**src/rtl/rebq_pkg.sv**
```systemverilog
// Shared constants for the rotary encoder and push-button qualifier.
// No dependencies; every other file in rtl/ refers to this package by scoped names.
package rebq_pkg;

    localparam int unsigned CfgIndexBits = 1;
    localparam int unsigned CfgDataBits  = 16;
    localparam int unsigned TimeBits     = 32;
    localparam int unsigned CountOutBits = 32;
    localparam int unsigned DeltaBits    = 8;

    // Configuration register indexes.
    localparam logic [CfgIndexBits-1:0] CFG_DEBOUNCE   = 1'd0;
    localparam logic [CfgIndexBits-1:0] CFG_LONG_PRESS = 1'd1;

    // Reset values of the configuration registers.
    localparam logic [CfgDataBits-1:0] DEBOUNCE_RESET   = 16'd50;
    localparam logic [CfgDataBits-1:0] LONG_PRESS_RESET = 16'd1000;

    // Saturation limits of the reported delta.
    localparam logic signed [DeltaBits-1:0] DELTA_MAX = 8'sd127;
    localparam logic signed [DeltaBits-1:0] DELTA_MIN = -8'sd128;

    typedef logic [TimeBits-1:0] time_ms_t;

endpackage

```
**src/rtl/rebq_in_if.sv**
```systemverilog
// Sample channel of the encoder qualifier: valid/ready plus one pin sample.
// Depends on rebq_pkg.
interface rebq_in_if;
    logic                      valid;
    logic                      ready;
    logic                      clk_level;
    logic                      dt_level;
    logic                      sw_level;
    rebq_pkg::time_ms_t        now_ms;
    logic                      take_delta;
    logic                      take_click;
    logic                      take_long;

    modport source (output valid, clk_level, dt_level, sw_level, now_ms,
                    take_delta, take_click, take_long, input ready);
    modport sink   (input valid, clk_level, dt_level, sw_level, now_ms,
                    take_delta, take_click, take_long, output ready);
endinterface

```
**src/rtl/rebq_out_if.sv**
```systemverilog
// Result channel of the encoder qualifier: valid/ready plus one status beat.
// Depends on rebq_pkg.
interface rebq_out_if;
    logic                                          valid;
    logic                                          ready;
    logic signed [rebq_pkg::DeltaBits-1:0]         delta;
    logic                                          clicked;
    logic                                          long_pressed;
    logic                                          held;
    logic signed [rebq_pkg::CountOutBits-1:0]      count;

    modport source (output valid, delta, clicked, long_pressed, held, count,
                    input ready);
    modport sink   (input valid, delta, clicked, long_pressed, held, count,
                    output ready);
endinterface

```
**src/rtl/rotary_encoder_button_qualifier_core.sv**
```systemverilog
// Rotary encoder position counter and push-button qualifier, top level.
// Depends on rebq_pkg, rebq_in_if and rebq_out_if.
//
// Usage:
//   sample : one beat per pin sample (encoder clock, data, switch levels, a
//            millisecond timestamp and three read-and-clear requests).
//   result : one beat per sample beat: saturated delta, click and long-press
//            flags (only when requested), debounced switch state and position.
//   cfg    : write debounce_ms (index 0) and long_press_ms (index 1) while idle.
// Path: a sample beat lands in the input register at the accepting edge;
//   its result is then registered in the output register, which offers
//   the result beat to the receiver.
// Throughput: one beat per cycle while result.ready stays high. All of the
//   update (edge detect, position step, debounce and hold-time compares, delta
//   saturation) is a single pass of logic between the input and output registers.
// Stall: while the receiver holds ready low, the output register keeps its
//   beat, the input register keeps one more, and then sample.ready drops.
//   Encoder and switch state only advance when a beat moves to the output.
// Reset: both pipeline registers empty, position and reference zero, flags
//   clear, previous clock line high, timers zero, configuration at 50/1000 ms.
module rotary_encoder_button_qualifier_core #(
    parameter int unsigned COUNT_BITS = 32
) (
    input  logic                                 clk,
    input  logic                                 rst_n,
    rebq_in_if.sink                              sample,
    rebq_out_if.source                           result,
    input  logic                                 cfg_we,
    input  logic [rebq_pkg::CfgIndexBits-1:0]    cfg_index,
    input  logic [rebq_pkg::CfgDataBits-1:0]     cfg_data
);

    localparam logic signed [COUNT_BITS-1:0] CNT_MAX = COUNT_BITS'(127);
    localparam logic signed [COUNT_BITS-1:0] CNT_MIN = ~CNT_MAX;

    // Configuration registers.
    logic [rebq_pkg::CfgDataBits-1:0] debounce_reg;
    logic [rebq_pkg::CfgDataBits-1:0] long_press_reg;

    // Input register (one sample beat).
    logic               s1_valid_reg;
    logic               s1_clk_reg;
    logic               s1_dt_reg;
    logic               s1_sw_reg;
    rebq_pkg::time_ms_t s1_now_reg;
    logic               s1_take_delta_reg;
    logic               s1_take_click_reg;
    logic               s1_take_long_reg;

    // Qualifier state.
    logic                    prev_clk_reg;
    logic [COUNT_BITS-1:0]   position_reg;
    logic [COUNT_BITS-1:0]   reference_reg;
    logic                    pressed_reg;
    logic                    click_reg;
    logic                    long_reg;
    rebq_pkg::time_ms_t      last_change_reg;
    rebq_pkg::time_ms_t      press_start_reg;

    // Output register.
    logic                                        out_valid_reg;
    logic signed [rebq_pkg::DeltaBits-1:0]       out_delta_reg;
    logic                                        out_clicked_reg;
    logic                                        out_long_reg;
    logic                                        out_held_reg;
    logic [rebq_pkg::CountOutBits-1:0]           out_count_reg;

    // Next values.
    logic                                        advance;
    logic                                        clk_fall;
    logic [COUNT_BITS-1:0]                       position_next;
    logic [COUNT_BITS-1:0]                       reference_next;
    logic signed [COUNT_BITS-1:0]                diff;
    logic signed [rebq_pkg::DeltaBits-1:0]       delta_next;
    rebq_pkg::time_ms_t                          since_change;
    rebq_pkg::time_ms_t                          held_time;
    rebq_pkg::time_ms_t                          hold_now;
    logic                                        debounce_ok;
    logic                                        press_go;
    logic                                        release_go;
    logic                                        long_at_release;
    logic                                        pressed_next;
    rebq_pkg::time_ms_t                          press_start_next;
    rebq_pkg::time_ms_t                          last_change_next;
    logic                                        click_seen;
    logic                                        long_seen;
    logic                                        click_next;
    logic                                        long_next;
    logic [63:0]                                 position_wide;
    logic [63:0]                                 position_now_wide;

    // Move the input beat on whenever the output register is free or drains.
    assign advance      = s1_valid_reg && (!out_valid_reg || result.ready);
    assign sample.ready = !s1_valid_reg || advance;

    // Falling edge of the encoder clock steps the position by the data line.
    assign clk_fall = prev_clk_reg && !s1_clk_reg;

    always_comb
    begin
        position_next = position_reg;
        if (clk_fall)
        begin
            position_next = s1_dt_reg ? position_reg + COUNT_BITS'(1)
                                      : position_reg - COUNT_BITS'(1);
        end
    end

    // Switch debounce: a change needs strictly more than debounce_ms since the last one.
    assign since_change    = s1_now_reg - last_change_reg;
    assign held_time       = s1_now_reg - press_start_reg;
    assign debounce_ok     = since_change > rebq_pkg::TimeBits'(debounce_reg);
    assign press_go        = !s1_sw_reg && !pressed_reg && debounce_ok;
    assign release_go      = s1_sw_reg && pressed_reg && debounce_ok;
    assign long_at_release = held_time >= rebq_pkg::TimeBits'(long_press_reg);

    assign pressed_next     = press_go || (pressed_reg && !release_go);
    assign press_start_next = press_go ? s1_now_reg : press_start_reg;
    assign last_change_next = (press_go || release_go) ? s1_now_reg : last_change_reg;

    // Hold time after this sample; zero when the press starts on it.
    assign hold_now = press_go ? '0 : held_time;

    assign click_seen = click_reg || (release_go && !long_at_release);
    assign long_seen  = long_reg || (release_go && long_at_release)
                     || (pressed_next && hold_now >= rebq_pkg::TimeBits'(long_press_reg));

    assign click_next = s1_take_click_reg ? 1'b0 : click_seen;
    assign long_next  = s1_take_long_reg ? 1'b0 : long_seen;

    // Delta since the last read, wrapped to the counter width then saturated.
    assign diff = position_next - reference_reg;

    always_comb
    begin
        delta_next = '0;
        if (s1_take_delta_reg)
        begin
            if (diff > CNT_MAX)
            begin
                delta_next = rebq_pkg::DELTA_MAX;
            end
            else if (diff < CNT_MIN)
            begin
                delta_next = rebq_pkg::DELTA_MIN;
            end
            else
            begin
                delta_next = diff[rebq_pkg::DeltaBits-1:0];
            end
        end
    end

    assign reference_next    = s1_take_delta_reg ? position_next : reference_reg;
    assign position_wide     = 64'(position_next);
    assign position_now_wide = 64'(position_reg);

    // Configuration writes.
    always_ff @(posedge clk or negedge rst_n)
    begin
        if (!rst_n)
        begin
            debounce_reg   <= rebq_pkg::DEBOUNCE_RESET;
            long_press_reg <= rebq_pkg::LONG_PRESS_RESET;
        end
        else if (cfg_we)
        begin
            unique case (cfg_index)
                rebq_pkg::CFG_DEBOUNCE:   debounce_reg   <= cfg_data;
                rebq_pkg::CFG_LONG_PRESS: long_press_reg <= cfg_data;
                default: ;
            endcase
        end
    end

    // Input register: valid bit.
    always_ff @(posedge clk or negedge rst_n)
    begin
        if (!rst_n)
        begin
            s1_valid_reg <= 1'b0;
        end
        else if (sample.ready)
        begin
            s1_valid_reg <= sample.valid;
        end
    end

    // Input register: payload, loaded on each accepted sample beat.
    always_ff @(posedge clk)
    begin
        if (sample.valid && sample.ready)
        begin
            s1_clk_reg        <= sample.clk_level;
            s1_dt_reg         <= sample.dt_level;
            s1_sw_reg         <= sample.sw_level;
            s1_now_reg        <= sample.now_ms;
            s1_take_delta_reg <= sample.take_delta;
            s1_take_click_reg <= sample.take_click;
            s1_take_long_reg  <= sample.take_long;
        end
    end

    // Qualifier state advances with each beat that moves to the output.
    always_ff @(posedge clk or negedge rst_n)
    begin
        if (!rst_n)
        begin
            prev_clk_reg    <= 1'b1;
            position_reg    <= '0;
            reference_reg   <= '0;
            pressed_reg     <= 1'b0;
            click_reg       <= 1'b0;
            long_reg        <= 1'b0;
            last_change_reg <= '0;
            press_start_reg <= '0;
        end
        else if (advance)
        begin
            prev_clk_reg    <= s1_clk_reg;
            position_reg    <= position_next;
            reference_reg   <= reference_next;
            pressed_reg     <= pressed_next;
            click_reg       <= click_next;
            long_reg        <= long_next;
            last_change_reg <= last_change_next;
            press_start_reg <= press_start_next;
        end
    end

    // Output register: valid bit; hold the beat until it is taken.
    always_ff @(posedge clk or negedge rst_n)
    begin
        if (!rst_n)
        begin
            out_valid_reg <= 1'b0;
        end
        else if (advance)
        begin
            out_valid_reg <= 1'b1;
        end
        else if (result.ready)
        begin
            out_valid_reg <= 1'b0;
        end
    end

    // Output register: payload.
    always_ff @(posedge clk)
    begin
        if (advance)
        begin
            out_delta_reg   <= delta_next;
            out_clicked_reg <= s1_take_click_reg && click_seen;
            out_long_reg    <= s1_take_long_reg && long_seen;
            out_held_reg    <= pressed_next;
            out_count_reg   <= position_wide[rebq_pkg::CountOutBits-1:0];
        end
    end

    assign result.valid        = out_valid_reg;
    assign result.delta        = out_delta_reg;
    assign result.clicked      = out_clicked_reg;
    assign result.long_pressed = out_long_reg;
    assign result.held         = out_held_reg;
    assign result.count        = signed'(out_count_reg);

    // State only moves with a beat, so a waiting result matches the live state.
    a_held_matches_state: assert property (@(posedge clk) disable iff (!rst_n)
        out_valid_reg |-> out_held_reg == pressed_reg)
        else $error("held output disagrees with debounced switch state");

    a_count_matches_state: assert property (@(posedge clk) disable iff (!rst_n)
        out_valid_reg |-> out_count_reg == position_now_wide[rebq_pkg::CountOutBits-1:0])
        else $error("count output disagrees with position");

    a_state_frozen: assert property (@(posedge clk) disable iff (!rst_n)
        !advance |=> $stable(position_reg) && $stable(pressed_reg)
                     && $stable(reference_reg))
        else $error("qualifier state moved without a beat");

    a_press_stamps: assert property (@(posedge clk) disable iff (!rst_n)
        $rose(pressed_reg) |-> press_start_reg == last_change_reg)
        else $error("press start and last change disagree on a new press");

    a_no_overrun: assert property (@(posedge clk) disable iff (!rst_n)
        (sample.valid && sample.ready && s1_valid_reg) |-> advance)
        else $error("sample beat accepted over a waiting input beat");

endmodule

```
**src/flat_wrapper.sv**
```systemverilog
// flat-port wrapper written by rule: the top's interface ports become plain ports
module rotary_encoder_button_qualifier_core_flat 
#(
    parameter int unsigned COUNT_BITS = 32
)
  (clk, rst_n, cfg_we, cfg_index, cfg_data, sample_valid, sample_clk_level, sample_dt_level, sample_sw_level, sample_now_ms, sample_take_delta, sample_take_click, sample_take_long, sample_ready, result_valid, result_delta, result_clicked, result_long_pressed, result_held, result_count, result_ready);
  rebq_in_if sample_i ();
  rebq_out_if result_i ();
  input  logic clk;
  input  logic rst_n;
  input  logic cfg_we;
  input  logic [rebq_pkg::CfgIndexBits-1:0] cfg_index;
  input  logic [rebq_pkg::CfgDataBits-1:0] cfg_data;
  input wire logic [$bits(sample_i.valid)-1:0] sample_valid;
  input wire logic [$bits(sample_i.clk_level)-1:0] sample_clk_level;
  input wire logic [$bits(sample_i.dt_level)-1:0] sample_dt_level;
  input wire logic [$bits(sample_i.sw_level)-1:0] sample_sw_level;
  input wire logic [$bits(sample_i.now_ms)-1:0] sample_now_ms;
  input wire logic [$bits(sample_i.take_delta)-1:0] sample_take_delta;
  input wire logic [$bits(sample_i.take_click)-1:0] sample_take_click;
  input wire logic [$bits(sample_i.take_long)-1:0] sample_take_long;
  output wire logic [$bits(sample_i.ready)-1:0] sample_ready;
  output wire logic [$bits(result_i.valid)-1:0] result_valid;
  output wire logic [$bits(result_i.delta)-1:0] result_delta;
  output wire logic [$bits(result_i.clicked)-1:0] result_clicked;
  output wire logic [$bits(result_i.long_pressed)-1:0] result_long_pressed;
  output wire logic [$bits(result_i.held)-1:0] result_held;
  output wire logic [$bits(result_i.count)-1:0] result_count;
  input wire logic [$bits(result_i.ready)-1:0] result_ready;
  assign sample_i.valid = sample_valid;
  assign sample_i.clk_level = sample_clk_level;
  assign sample_i.dt_level = sample_dt_level;
  assign sample_i.sw_level = sample_sw_level;
  assign sample_i.now_ms = sample_now_ms;
  assign sample_i.take_delta = sample_take_delta;
  assign sample_i.take_click = sample_take_click;
  assign sample_i.take_long = sample_take_long;
  assign sample_ready = sample_i.ready;
  assign result_valid = result_i.valid;
  assign result_delta = result_i.delta;
  assign result_clicked = result_i.clicked;
  assign result_long_pressed = result_i.long_pressed;
  assign result_held = result_i.held;
  assign result_count = result_i.count;
  assign result_i.ready = result_ready;
  rotary_encoder_button_qualifier_core #(.COUNT_BITS(COUNT_BITS)) u_core (.clk(clk), .rst_n(rst_n), .sample(sample_i), .result(result_i), .cfg_we(cfg_we), .cfg_index(cfg_index), .cfg_data(cfg_data));
endmodule
```
**config.mk**
```make
export PLATFORM = sky130hd
export DESIGN_NAME = rotary_encoder_button_qualifier_core_flat
export DESIGN_NICKNAME = d
export VERILOG_FILES = /design/src/rtl/rebq_pkg.sv /design/src/rtl/rebq_in_if.sv /design/src/rtl/rebq_out_if.sv /design/src/rtl/rotary_encoder_button_qualifier_core.sv /design/src/flat_wrapper.sv
export SDC_FILE = /design/constraint.sdc
export NUM_CORES = 1
export LEC_CHECK = 0
export BUFFER_PORTS_ARGS = -buffer_cell sky130_fd_sc_hd__buf_2
export CAP_MARGIN = 10
export CORE_UTILIZATION = 40
export CTS_BUF_LIST = sky130_fd_sc_hd__clkbuf_8
export CTS_CLUSTER_DIAMETER = 200
export CTS_CLUSTER_SIZE = 25
export DETAILED_ROUTE_END_ITERATION = 16
export PLACE_DENSITY = 0.63
export SLEW_MARGIN = 20
export SYNTH_ARGS = -nofsm -noshare
export SYNTH_HDL_FRONTEND = slang
export SYNTH_SLANG_ARGS = --single-unit
```
**constraint.sdc**
```tcl
create_clock -name clk -period 9.6 [get_ports clk]
set_input_delay 1.44 -clock clk [delete_from_list [all_inputs] [get_ports clk]]
set_output_delay 1.44 -clock clk [all_outputs]
set_load 0.03 [all_outputs]
```
==> flow_summary.yaml, run 1 <==
run_status:
  run_status: "finished, final reports clean"
routing:
  wl_per_cell_um: 17.54
  ant_nets: 0
  totalWireLength_um: 46160
  route.detailed.drc: 0
  dr.first_iter.drc_count: 884
  dr_total_vias: 14540
  drt_pre_antenna_iters: 5
  drt-vias-per-instance: 5.525
sta:
  slew-limit-headroom_pct: 31.50
  final-setup-viol-count: 0
  grt_setup_unrepaired: "false"
  fmax_ghz: 0.1330
  skew_ns: 0.03117
  fin_crit_ns: 7.516
  timing.final.hold_violations: 0
  final_max_slew_viol_count: 0
  fin_tns_setup_ns: 0
  fin_ws_ns: 2.084
  period_share_pct: 78.29
  worst_hold_slack_ns: 0.4691
  tightest_slew_ns: 1.024
grt:
  global_route_congestion_overflow_total: 0
  grt_pass1_wl_um: 74040
  antenna_violations_before_repair: 1
  grt_start_max_net_pins: 73
  first_global_vias: 13910
  track_usage_pct: 19.85
floorplan:
  std_cell_rows: 77
  core_region_area_um2: 44320
  chipHeight_um: 214.0
  die_width_um: 214.0
  start_util_pct: 40.58
  pin_count: 105
  die-area_um2: 45810
logic_synthesis:
  synth-seq-area-share_pct: 36.69
  syn_avg_cell_area_um2: 9.152
  syn_inst: 1965
  synth.lib_cells_used.distinct: 83
  synth-compound-area-share_pct: 19.86
  synth_top_cell_by_area: "dfrtp_1"
  yosysMostFrequentCell: "nand2_1"
  synth_simple_gate_area_share_pct: 14.84
  number_of_nets_produced_by_synthesis: 2200
  synth_area_um2: 17980
  netlist_top_cells_area: "dfrtp_1 22%, edfxtp_1 14%, ha_1 12%, nand2_1 4.6%, a21oi_1 4.6%"
  post_synth_fa_ha_maj_area_fraction_pct: 12.34
  synth_enable_flop_cells: 81
  yosys-mux-area-fraction_pct: 6.582
  synth.yosys.warnings: 0
  seq_cells_post_synth: 247
  main_synth_ff_type: "dfrtp_1"
  synth_top_family_by_area: "compound AO/OA/AOI/OAI gates"
  synth_top_cell_area_share_pct: 21.71
  async_flop_share_pct: 67.21
  synth.top_cells.by_count: "219 x nand2_1, 178 x inv_1, 171 x ha_1"
  synth_xor_area_share_pct: 4.383
cts:
  clkLatencyLatePin_ns: 0.58
  tritoncts: "built"
  holdBufCountCts: 0
  cts.path.max_buffers: 3
  clk_transition_reported_paths_ns: 0.17
  number_of_buffers_added_by_the_clock_tree_synthesis_step: 13
  cts_htree_levels: 1
  setup_repair_bufs_after_cts: 0
  root_buffer: "clkbuf_8"
  postCtsResizedCells: 0
  clkSinkCount: 247
min_path:
  min-delay-path-class: "reg -> reg"
  min_delay_path_depth: 1
  hold_start: "u_core.s1_take_click_reg$_DFFE_PP_"
  timing.hold.worst_endpoint: "u_core.click_reg$_DFFE_PN0P_"
critical_path:
  critical-path-max-stage-delay_ns: 0.52
  critical-path-slowest-cell: "a2111oi_4"
  worstSetupPathType: "reg -> reg"
  r2r-end: "u_core.result.long_pressed$_DFFE_PP_"
  rrSetupSlack_ns: 2.08
  critical_path.max_fanout: 17
  worst_setup_path_start_kind: "register"
  r2r_start: "u_core.s1_now_reg[0]$_DFFE_PP_"
  arrival_ns: 7.84
  cp_data_required_time_ns: 9.93
  critPathMostFrequentCell: "nand2b_1"
  setup.worst_path.end_class: "register"
  worst_r2r_path_depth: 32
placed_design:
  port-buffer-count: 104
  dp_hpwl_um: 35630
  preCtsSetupSlack_ns: 2.199
  weighted_congestion_at_the_end_of_routability_driven_global_placement: 0.8985
  placed_cell_area_um2: 19070
pwr:
  power.ir.vdd_worst_uv: 201.5
  total_leakage_power_nw: 8.817
  power.density_cell_area_nw_per_um2: 344.4
finish:
  final_layout_size_suffix_gt1_share_pct: 11.33
  nNetsFinal: 2268
  area_growth_from_synthesis_to_layout_pct: 7.284
  postLayoutCellArea_um2: 19290
flow_run:
  maxCapViolations: 0
## per-layer routing
metal  vias up  part of all wire [%]  GRT usage (%)
met5         -                     0              0
met4         0                   1.6          4.197
met3        49                   4.6          2.284
met2       328                    46          32.52
met1      6975                    48          28.13
li1       7191                     -              -
## where the power goes
part | leakage, nW | switching [mW] | internal (mW) | total, mW
clock | 0.135 | 0.338 | 0.130 | 0.467
combinational | 5.90 | 2.72 | 1.83 | 4.55
sequential | 2.79 | 0.181 | 1.45 | 1.63
total | 8.82 | 3.24 | 3.41 | 6.65
## area by class of cell
type	count	area [µm²]
fill	4369	25020
multi-input combinational	1477	10460
sequential	247	6599
tap	592	740.7
inverter	179	671.9
timing repair buffer	115	609.3
clock buffer	13	178.9
clock inverter	8	31.28
antenna	1	2.502
## cells in the final DEF, fill, tap and decap left out, types with 13 or more instances in the layout
cell type and n:
xor2_1 35, inv_1 185, nand2_1 218, o21a_1 24, nor3_1 38, mux2_2 32, mux2_1 30, o21ai_0 138
mux2_4 29, a31oi_1 19, ha_1 171, nor2b_1 16, nand3_1 31, nor4_1 13, dfrtp_1 156, a211oi_1 23
clkbuf_8 13, o211ai_1 25, nor2_1 103, nand4_1 18, xnor2_1 55, nand2b_1 26, edfxtp_1 81, o21bai_1 17
or3_1 15, and2_1 22, a21o_1 44, a21oi_1 164, buf_2 103
## critical path: cells and delay by family (launching register included)
family	cells	cell delay [ns]
and+or+nand+nor	10	1.99
DFF	1	0.38
AOI/OAI and AO/OA	16	3.50
buffers and inverters	1	0.07
adders and majority gates	4	1.17
xor gates and xnor gates	1	0.14
## how the worst max path moves through the flow
stage,start,to,slack (ns),cells past startpoint
after floorplan,u_core.s1_now_reg[4]$_DFFE_PP_,u_core.result.long_pressed$_DFFE_PP_,3.15,29
after global placement,u_core.s1_now_reg[0]$_DFFE_PP_,u_core.result.long_pressed$_DFFE_PP_,2.31,32
after detailed placement,u_core.s1_now_reg[0]$_DFFE_PP_,u_core.result.long_pressed$_DFFE_PP_,2.20,32
after CTS,u_core.s1_now_reg[0]$_DFFE_PP_,u_core.result.long_pressed$_DFFE_PP_,2.10,32
after global routing,u_core.s1_now_reg[0]$_DFFE_PP_,u_core.result.long_pressed$_DFFE_PP_,1.53,32
final,u_core.s1_now_reg[0]$_DFFE_PP_,u_core.result.long_pressed$_DFFE_PP_,2.08,32
## kinds of logic after synthesis
group / count (synthesis)
XOR/XNOR: 90
buffers and inverters: 241
AO/OA/AOI/OAI: 559
multiplexers: 96
AND/OR/NAND/NOR: 557
flip-flops: 247
adder cells (fa/ha/maj): 175
## stage by stage
step / power (mW) / util [%] / cells
finish: 6.645 / 43.53 / 2632
global route: 7.254 / 43.53 / 2631
CTS: 6.636 / 43.50 / 2631
detailed placement: 6.131 / 43.03 / 2610
global placement: 6.071 / 43.03 / 2610
floorplan: 5.082 / - / 1965
(Power assumes the default switching activity.)
==> run 2: changes to the inputs <==
--- a/config.mk
+++ b/config.mk
@@ -12,7 +12,7 @@
 export CTS_CLUSTER_DIAMETER = 200
 export CTS_CLUSTER_SIZE = 25
 export DETAILED_ROUTE_END_ITERATION = 16
-export PLACE_DENSITY = 0.63
+export PLACE_DENSITY = 0.65
 export SLEW_MARGIN = 20
 export SYNTH_ARGS = -nofsm -noshare
 export SYNTH_HDL_FRONTEND = slang
==> constraint.sdc (replaced) <==
create_clock -name clk -period 6.1 [get_ports clk]
set_input_delay 0.915 -clock clk [delete_from_list [all_inputs] [get_ports clk]]
set_output_delay 0.915 -clock clk [all_outputs]
set_load 0.03 [all_outputs]
==> flow_summary.yaml, run 2 (same netlist as run 1, synthesis figures left out) <==
routing:
  drt_pre_antenna_iters: 6
  wl_per_cell_um: 16.75
  drt-vias-per-instance: 5.351
  ant_nets: 0
  dr_total_vias: 15610
  totalWireLength_um: 48870
  route.detailed.drc: 0
  dr.first_iter.drc_count: 783
critical_path:
  r2r_start: "u_core.s1_now_reg[0]$_DFFE_PP_"
  worst_setup_path_start_kind: "register"
  arrival_ns: 7.05
  critPathMostFrequentCell: "a21o_1"
  critical_path.max_fanout: 3
  critical-path-slowest-cell: "or4_4"
  rrSetupSlack_ns: -0.61
  critical-path-max-stage-delay_ns: 0.44
  setup.worst_path.end_class: "register"
  worst_r2r_path_depth: 33
  r2r-end: "u_core.result.long_pressed$_DFFE_PP_"
  worstSetupPathType: "reg -> reg"
  cp_data_required_time_ns: 6.44
pwr:
  power.density_cell_area_nw_per_um2: 578.8
  power.ir.vdd_worst_uv: 329.8
  share_seq_of_total_power_pct: 19.8
  total_leakage_power_nw: 10.35
  internal_power_mw: 6.970
  power.net_switching_mw: 5.901
  power_switching_share_pct: 45.85
  report.power.total_mw: 12.87
  pwr-share-clk_pct: 5.8
  share_comb_of_total_power_pct: 74.4
cts:
  cts.path.max_buffers: 3
  tritoncts: "built"
  clkLatencyLatePin_ns: 0.58
  number_of_buffers_added_by_the_clock_tree_synthesis_step: 13
  clk_transition_reported_paths_ns: 0.16
  root_buffer: "clkbuf_8"
  holdBufCountCts: 0
  cts_htree_levels: 1
  clkSinkCount: 247
grt:
  grt_util_met2_pct: 35.97
  grt.busiest_layer: "met2"
  global_route_met3_utilization_pct: 2.085
  global_route.usage.met1_pct: 27.22
  grt_start_max_net_pins: 80
  antenna_violations_before_repair: 0
  global_route_congestion_overflow_total: 0
  grt_pass1_wl_um: 78260
  first_global_vias: 15560
  track_usage_pct: 20.75
sta:
  slew-limit-headroom_pct: 30.29
  grt_setup_unrepaired: "true"
  final_max_slew_viol_count: 0
  timing.final.hold_violations: 0
  final-setup-viol-count: 2
  period_share_pct: 110.1
  skew_ns: 0.02643
  fin_ws_ns: -0.6141
  worst_hold_slack_ns: 0.3419
  fin_crit_ns: 6.714
  fin_tns_setup_ns: -1.215
  fmax_ghz: 0.1489
  tightest_slew_ns: 1.046
finish:
  n_fill_cell: 4124
  most_common_library_cell_in_the_layout_ignoring_fill_and_taps: "buf_4"
  nNetsFinal: 2554
  layout_common_cells: "288 x buf_4, 218 x nand2_1, 181 x inv_1"
  postLayoutCellArea_um2: 22240
  postLayoutCoreUtil_pct: 50.18
  diodes: 0
  final-instance-count-excl-fill: 2917
  area_growth_from_synthesis_to_layout_pct: 23.65
  final_layout_size_suffix_gt1_share_pct: 26.75
floorplan:
  std_cell_rows: 77
  die-area_um2: 45810
  chipHeight_um: 214.0
  start_util_pct: 40.58
  core_region_area_um2: 44320
  pin_count: 105
  die_width_um: 214.0
placed_design:
  dp_hpwl_um: 37350
  port-buffer-count: 104
  preCtsSetupSlack_ns: -0.7711
  numPlacedInstances: 2851
  weighted_congestion_at_the_end_of_routability_driven_global_placement: 0.9383
  placed_cell_area_um2: 20930
run_status:
  run_status: "complete, but fails checks"
  violations: "negative setup slack"
flow_run:
  maxCapViolations: 0
min_path:
  min-delay-path-class: "in -> async"
==> run 2: changes by cell type in the layout (fill, tap and decap cells not counted), sizes merged <==
cell | previous run | this run
buf | 115 | 400
clkbuf | 13 | 14
clkinvlp | 0 | 1
diode | 1 | 0
inv | 186 | 185
==> run 2: power by group through the flow <==
stage                     logic [mW]  clock network (mW)  registers [mW]
after floorplan                 5.31                   0            2.71
after global placement          8.24                   0            2.56
after detailed placement        8.41                   0            2.58
after CTS                       8.77               0.785            2.55
after global routing            10.5               0.833            2.62
final                           9.57               0.749            2.55
==> run 2: routing by layer <==
| layer | routed length (µm) | vias to the layer above |
|---|---|---|
| li1 | - | 7772 |
| met4 | 1231 | 0 |
| met1 | 22430 | 7487 |
| met3 | 1581 | 77 |
| met5 | 0 | - |
| met2 | 23620 | 272 |
==> run 2: worst max-delay path, delay by kind of cell (launching register included) <==
family	cells	cell delay [ns]
flops	1	0.41
buf+inv	1	0.07
fa+ha+maj	4	1.13
xor+xnor	1	0.22
simple gates	9	1.57
compound gates	18	3.07
==> run 2: area by class of cell <==
| cell class | instances | area (µm²) | share of cell area [%] |
|---|---|---|---|
| Timing Repair Buffer | 401 | 2834 | 12.74 |
| Clock buffer | 13 | 178.9 | 0.8046 |
| Inverter | 179 | 675.6 | 3.038 |
| Multi-Input combinational cell | 1477 | 11180 | 50.26 |
| Tap cell | 592 | 740.7 | 3.331 |
| Clock inverter | 8 | 31.28 | 0.1407 |
| Sequential cell | 247 | 6599 | 29.68 |
==> run 2: timing repair <==
item | CTS | global route
pin swaps | 38 | 88
gates resized for setup | 57 | 105
buffers inserted | 27 | 22
endpoints found under the hold margin | 0 | 0
cloned | 0 | 1
endpoints found under the setup margin | 9 | 9
==> run 2: worst max-delay path by stage <==
stage / from / depth (start not counted) / endpoint / slack [ns]
2_1_floorplan: u_core.s1_now_reg[4]$_DFFE_PP_ / 30 / u_core.result.long_pressed$_DFFE_PP_ / -0.04
5_1_grt: u_core.s1_now_reg[0]$_DFFE_PP_ / 32 / u_core.long_reg$_DFFE_PN0P_ / -0.82
6_report: u_core.s1_now_reg[0]$_DFFE_PP_ / 33 / u_core.result.long_pressed$_DFFE_PP_ / -0.61
4_1_cts: u_core.s1_now_reg[4]$_DFFE_PP_ / 30 / u_core.result.long_pressed$_DFFE_PP_ / -0.73
3_5_place_dp: u_core.s1_now_reg[0]$_DFFE_PP_ / 33 / u_core.result.long_pressed$_DFFE_PP_ / -0.77
3_3_place_gp: u_core.s1_now_reg[0]$_DFFE_PP_ / 32 / u_core.result.long_pressed$_DFFE_PP_ / -0.53
==> run 3: changes to the inputs <==
--- a/config.mk
+++ b/config.mk
@@ -7,12 +7,14 @@
 export LEC_CHECK = 0
 export BUFFER_PORTS_ARGS = -buffer_cell sky130_fd_sc_hd__buf_2
 export CAP_MARGIN = 10
-export CORE_UTILIZATION = 40
+export CELL_PAD_IN_SITES_DETAIL_PLACEMENT = 1
+export CELL_PAD_IN_SITES_GLOBAL_PLACEMENT = 2
+export CORE_UTILIZATION = 37
 export CTS_BUF_LIST = sky130_fd_sc_hd__clkbuf_8
 export CTS_CLUSTER_DIAMETER = 200
 export CTS_CLUSTER_SIZE = 25
 export DETAILED_ROUTE_END_ITERATION = 16
-export PLACE_DENSITY = 0.65
+export PLACE_DENSITY = 0.87
 export SLEW_MARGIN = 20
 export SYNTH_ARGS = -nofsm -noshare
 export SYNTH_HDL_FRONTEND = slang
==> flow_summary.yaml, run 3 (same netlist as run 1, synthesis figures left out) <==
critical_path:
  worst_setup_path_start_kind: "register"
  critical-path-slowest-cell: "or4_4"
  cp_data_required_time_ns: 6.43
  r2r-end: "u_core.result.long_pressed$_DFFE_PP_"
  r2r_start: "u_core.last_change_reg[4]$_DFFE_PN0P_"
  worstSetupStartpoint: "u_core.last_change_reg[4]$_DFFE_PN0P_"
  worstSetupPathType: "reg -> reg"
  arrival_ns: 7.27
  rrSetupSlack_ns: -0.85
  critical-path-max-stage-delay_ns: 0.51
  critical_path.max_fanout: 3
  setup.worst_path.end_class: "register"
  worstSetupEndpoint: "u_core.result.long_pressed$_DFFE_PP_"
  worst_r2r_path_depth: 31
placed_design:
  port-buffer-count: 104
  dp_hpwl_um: 44510
  weighted_congestion_at_the_end_of_routability_driven_global_placement: 0.9099
cts:
  cts.path.max_buffers: 3
  number_of_buffers_added_by_the_clock_tree_synthesis_step: 13
  clkLatencyLatePin_ns: 0.59
  clk_transition_reported_paths_ns: 0.16
  clkSinkCount: 247
  holdBufCountCts: 0
  root_buffer: "clkbuf_8"
  tritoncts: "built"
  cts_htree_levels: 1
pwr:
  share_seq_of_total_power_pct: 19.3
  share_comb_of_total_power_pct: 75.0
  power.net_switching_mw: 6.327
  pwr-share-clk_pct: 5.7
  power.ir.vdd_worst_uv: 200.3
  total_leakage_power_nw: 10.43
  power.density_cell_area_nw_per_um2: 601.5
  internal_power_mw: 7.115
  power_switching_share_pct: 47.07
finish:
  most_common_library_cell_in_the_layout_ignoring_fill_and_taps: "buf_4"
  total_area_of_multi_input_combinational_cells_um2: 11260
  n_fill_cell: 5520
  nNetsFinal: 2557
  final_layout_size_suffix_gt1_share_pct: 27.06
  diodes: 0
  layout.area.seq_um2: 6599
  area_growth_from_synthesis_to_layout_pct: 24.26
  layout_common_cells: "291 x buf_4, 216 x nand2_1, 182 x inv_1"
  postLayoutCoreUtil_pct: 46.71
routing:
  ant_nets: 0
  dr_total_vias: 16320
  route.detailed.drc: 0
  dr.first_iter.drc_count: 831
  totalWireLength_um: 58830
  wl_per_cell_um: 19.99
  drt_pre_antenna_iters: 5
  drt-vias-per-instance: 5.544
floorplan:
  pin_count: 105
  die-area_um2: 49490
  core_region_area_um2: 47850
  die_width_um: 222.5
  chipHeight_um: 222.5
  std_cell_rows: 80
  start_util_pct: 37.59
sta:
  skew_ns: 0.04334
  tightest_slew_ns: 1.098
  fin_crit_ns: 6.946
  fin_tns_setup_ns: -2.782
  timing.final.hold_violations: 0
  fin_ws_ns: -0.8461
  final_max_slew_viol_count: 0
  grt_setup_unrepaired: "true"
  slew-limit-headroom_pct: 25.83
  final-setup-viol-count: 9
  period_share_pct: 113.9
  fmax_ghz: 0.1440
run_status:
  violations: "negative setup slack"
  run_status: "complete, but fails checks"
grt:
  antenna_violations_before_repair: 1
  grt_start_max_net_pins: 88
  track_usage_pct: 23.10
  global_route_congestion_overflow_total: 0
  first_global_vias: 17160
  grt_pass1_wl_um: 92250
min_path:
  min-delay-path-class: "in -> async"
flow_run:
  maxCapViolations: 0
==> run 3: cell types whose count changed in the layout (fill, tap and decap cells not counted), sizes merged <==
cell,change
buf,+4
clkbuf,-1
==> run 3: timing repair <==
action,4_1_cts,5_1_grt
hold endpoints to repair,0,0
gates resized for setup,72,100
setup endpoints to repair,10,10
cloned,0,0
pin swaps,30,56
setup buffers,24,23
==> run 3: per-stage QoR <==
stage          cell area (µm²)  power, mW  cells  worst slack [ns]  hold slack [ns]
2_1_floorplan            18020      8.015   1965          -0.03526           0.4122
3_3_place_gp             20960      10.98   2875           -0.7628           0.4540
3_5_place_dp             20960      11.34   2875            -1.103           0.4565
4_1_cts                  21630      12.62   2920           -0.9414           0.4272
5_1_grt                  22350      14.49   2943            -1.167           0.4142
6_report                 22350      13.44   2943           -0.8461           0.3406
==> run 3: critical path: cells and delay by family, from the launching register on <==
| kind | cells | cell delay (ns) |
|---|---|---|
| fa+ha+maj | 3 | 0.79 |
| flops | 1 | 0.44 |
| buf+inv | 2 | 0.24 |
| xor+xnor | 1 | 0.07 |
| simple gates | 9 | 2.16 |
| compound gates | 16 | 3.00 |
==> run 3: power by group through the flow <==
stage,sequential [mW],combinational (mW),clock [mW]
2_1_floorplan,2.71,5.31,0
3_3_place_gp,2.58,8.40,0
6_report,2.59,10.1,0.768
4_1_cts,2.58,9.24,0.801
5_1_grt,2.65,11.0,0.844
3_5_place_dp,2.62,8.73,0
==> run 3: worst min path at each step <==
stage	cells after the start	endpoint	slack, ns
after global placement	1	u_core.long_reg$_DFFE_PN0P_	0.45
final	1	u_core.last_change_reg[18]$_DFFE_PN0P_	0.34
after CTS	1	u_core.press_start_reg[28]$_DFFE_PN0P_	0.43
after detailed placement	1	u_core.long_reg$_DFFE_PN0P_	0.46
after global routing	1	u_core.last_change_reg[18]$_DFFE_PN0P_	0.41
after floorplan	1	u_core.click_reg$_DFFE_PN0P_	0.41
==> run 3: cell type report <==
cell class / count / area share (%)
multi-input cells: 1477 / 50.40
flip-flops and latches: 247 / 29.53
repair buffers: 404 / 12.67
well taps: 615 / 3.443
inverters: 179 / 3.024
clock buffers: 13 / 0.8007
clock inverters: 8 / 0.1400
==> run 3: metal layers <==
layer	vias to the layer above	wire (µm)	part of all wire, %	GRT usage [%]
li1	7752	-	-	-
met2	330	28410	48	39.32
met5	-	0	0	0
met4	0	1720	2.9	6.808
met3	96	1900	3.2	2.129
met1	8139	26790	46	31.06
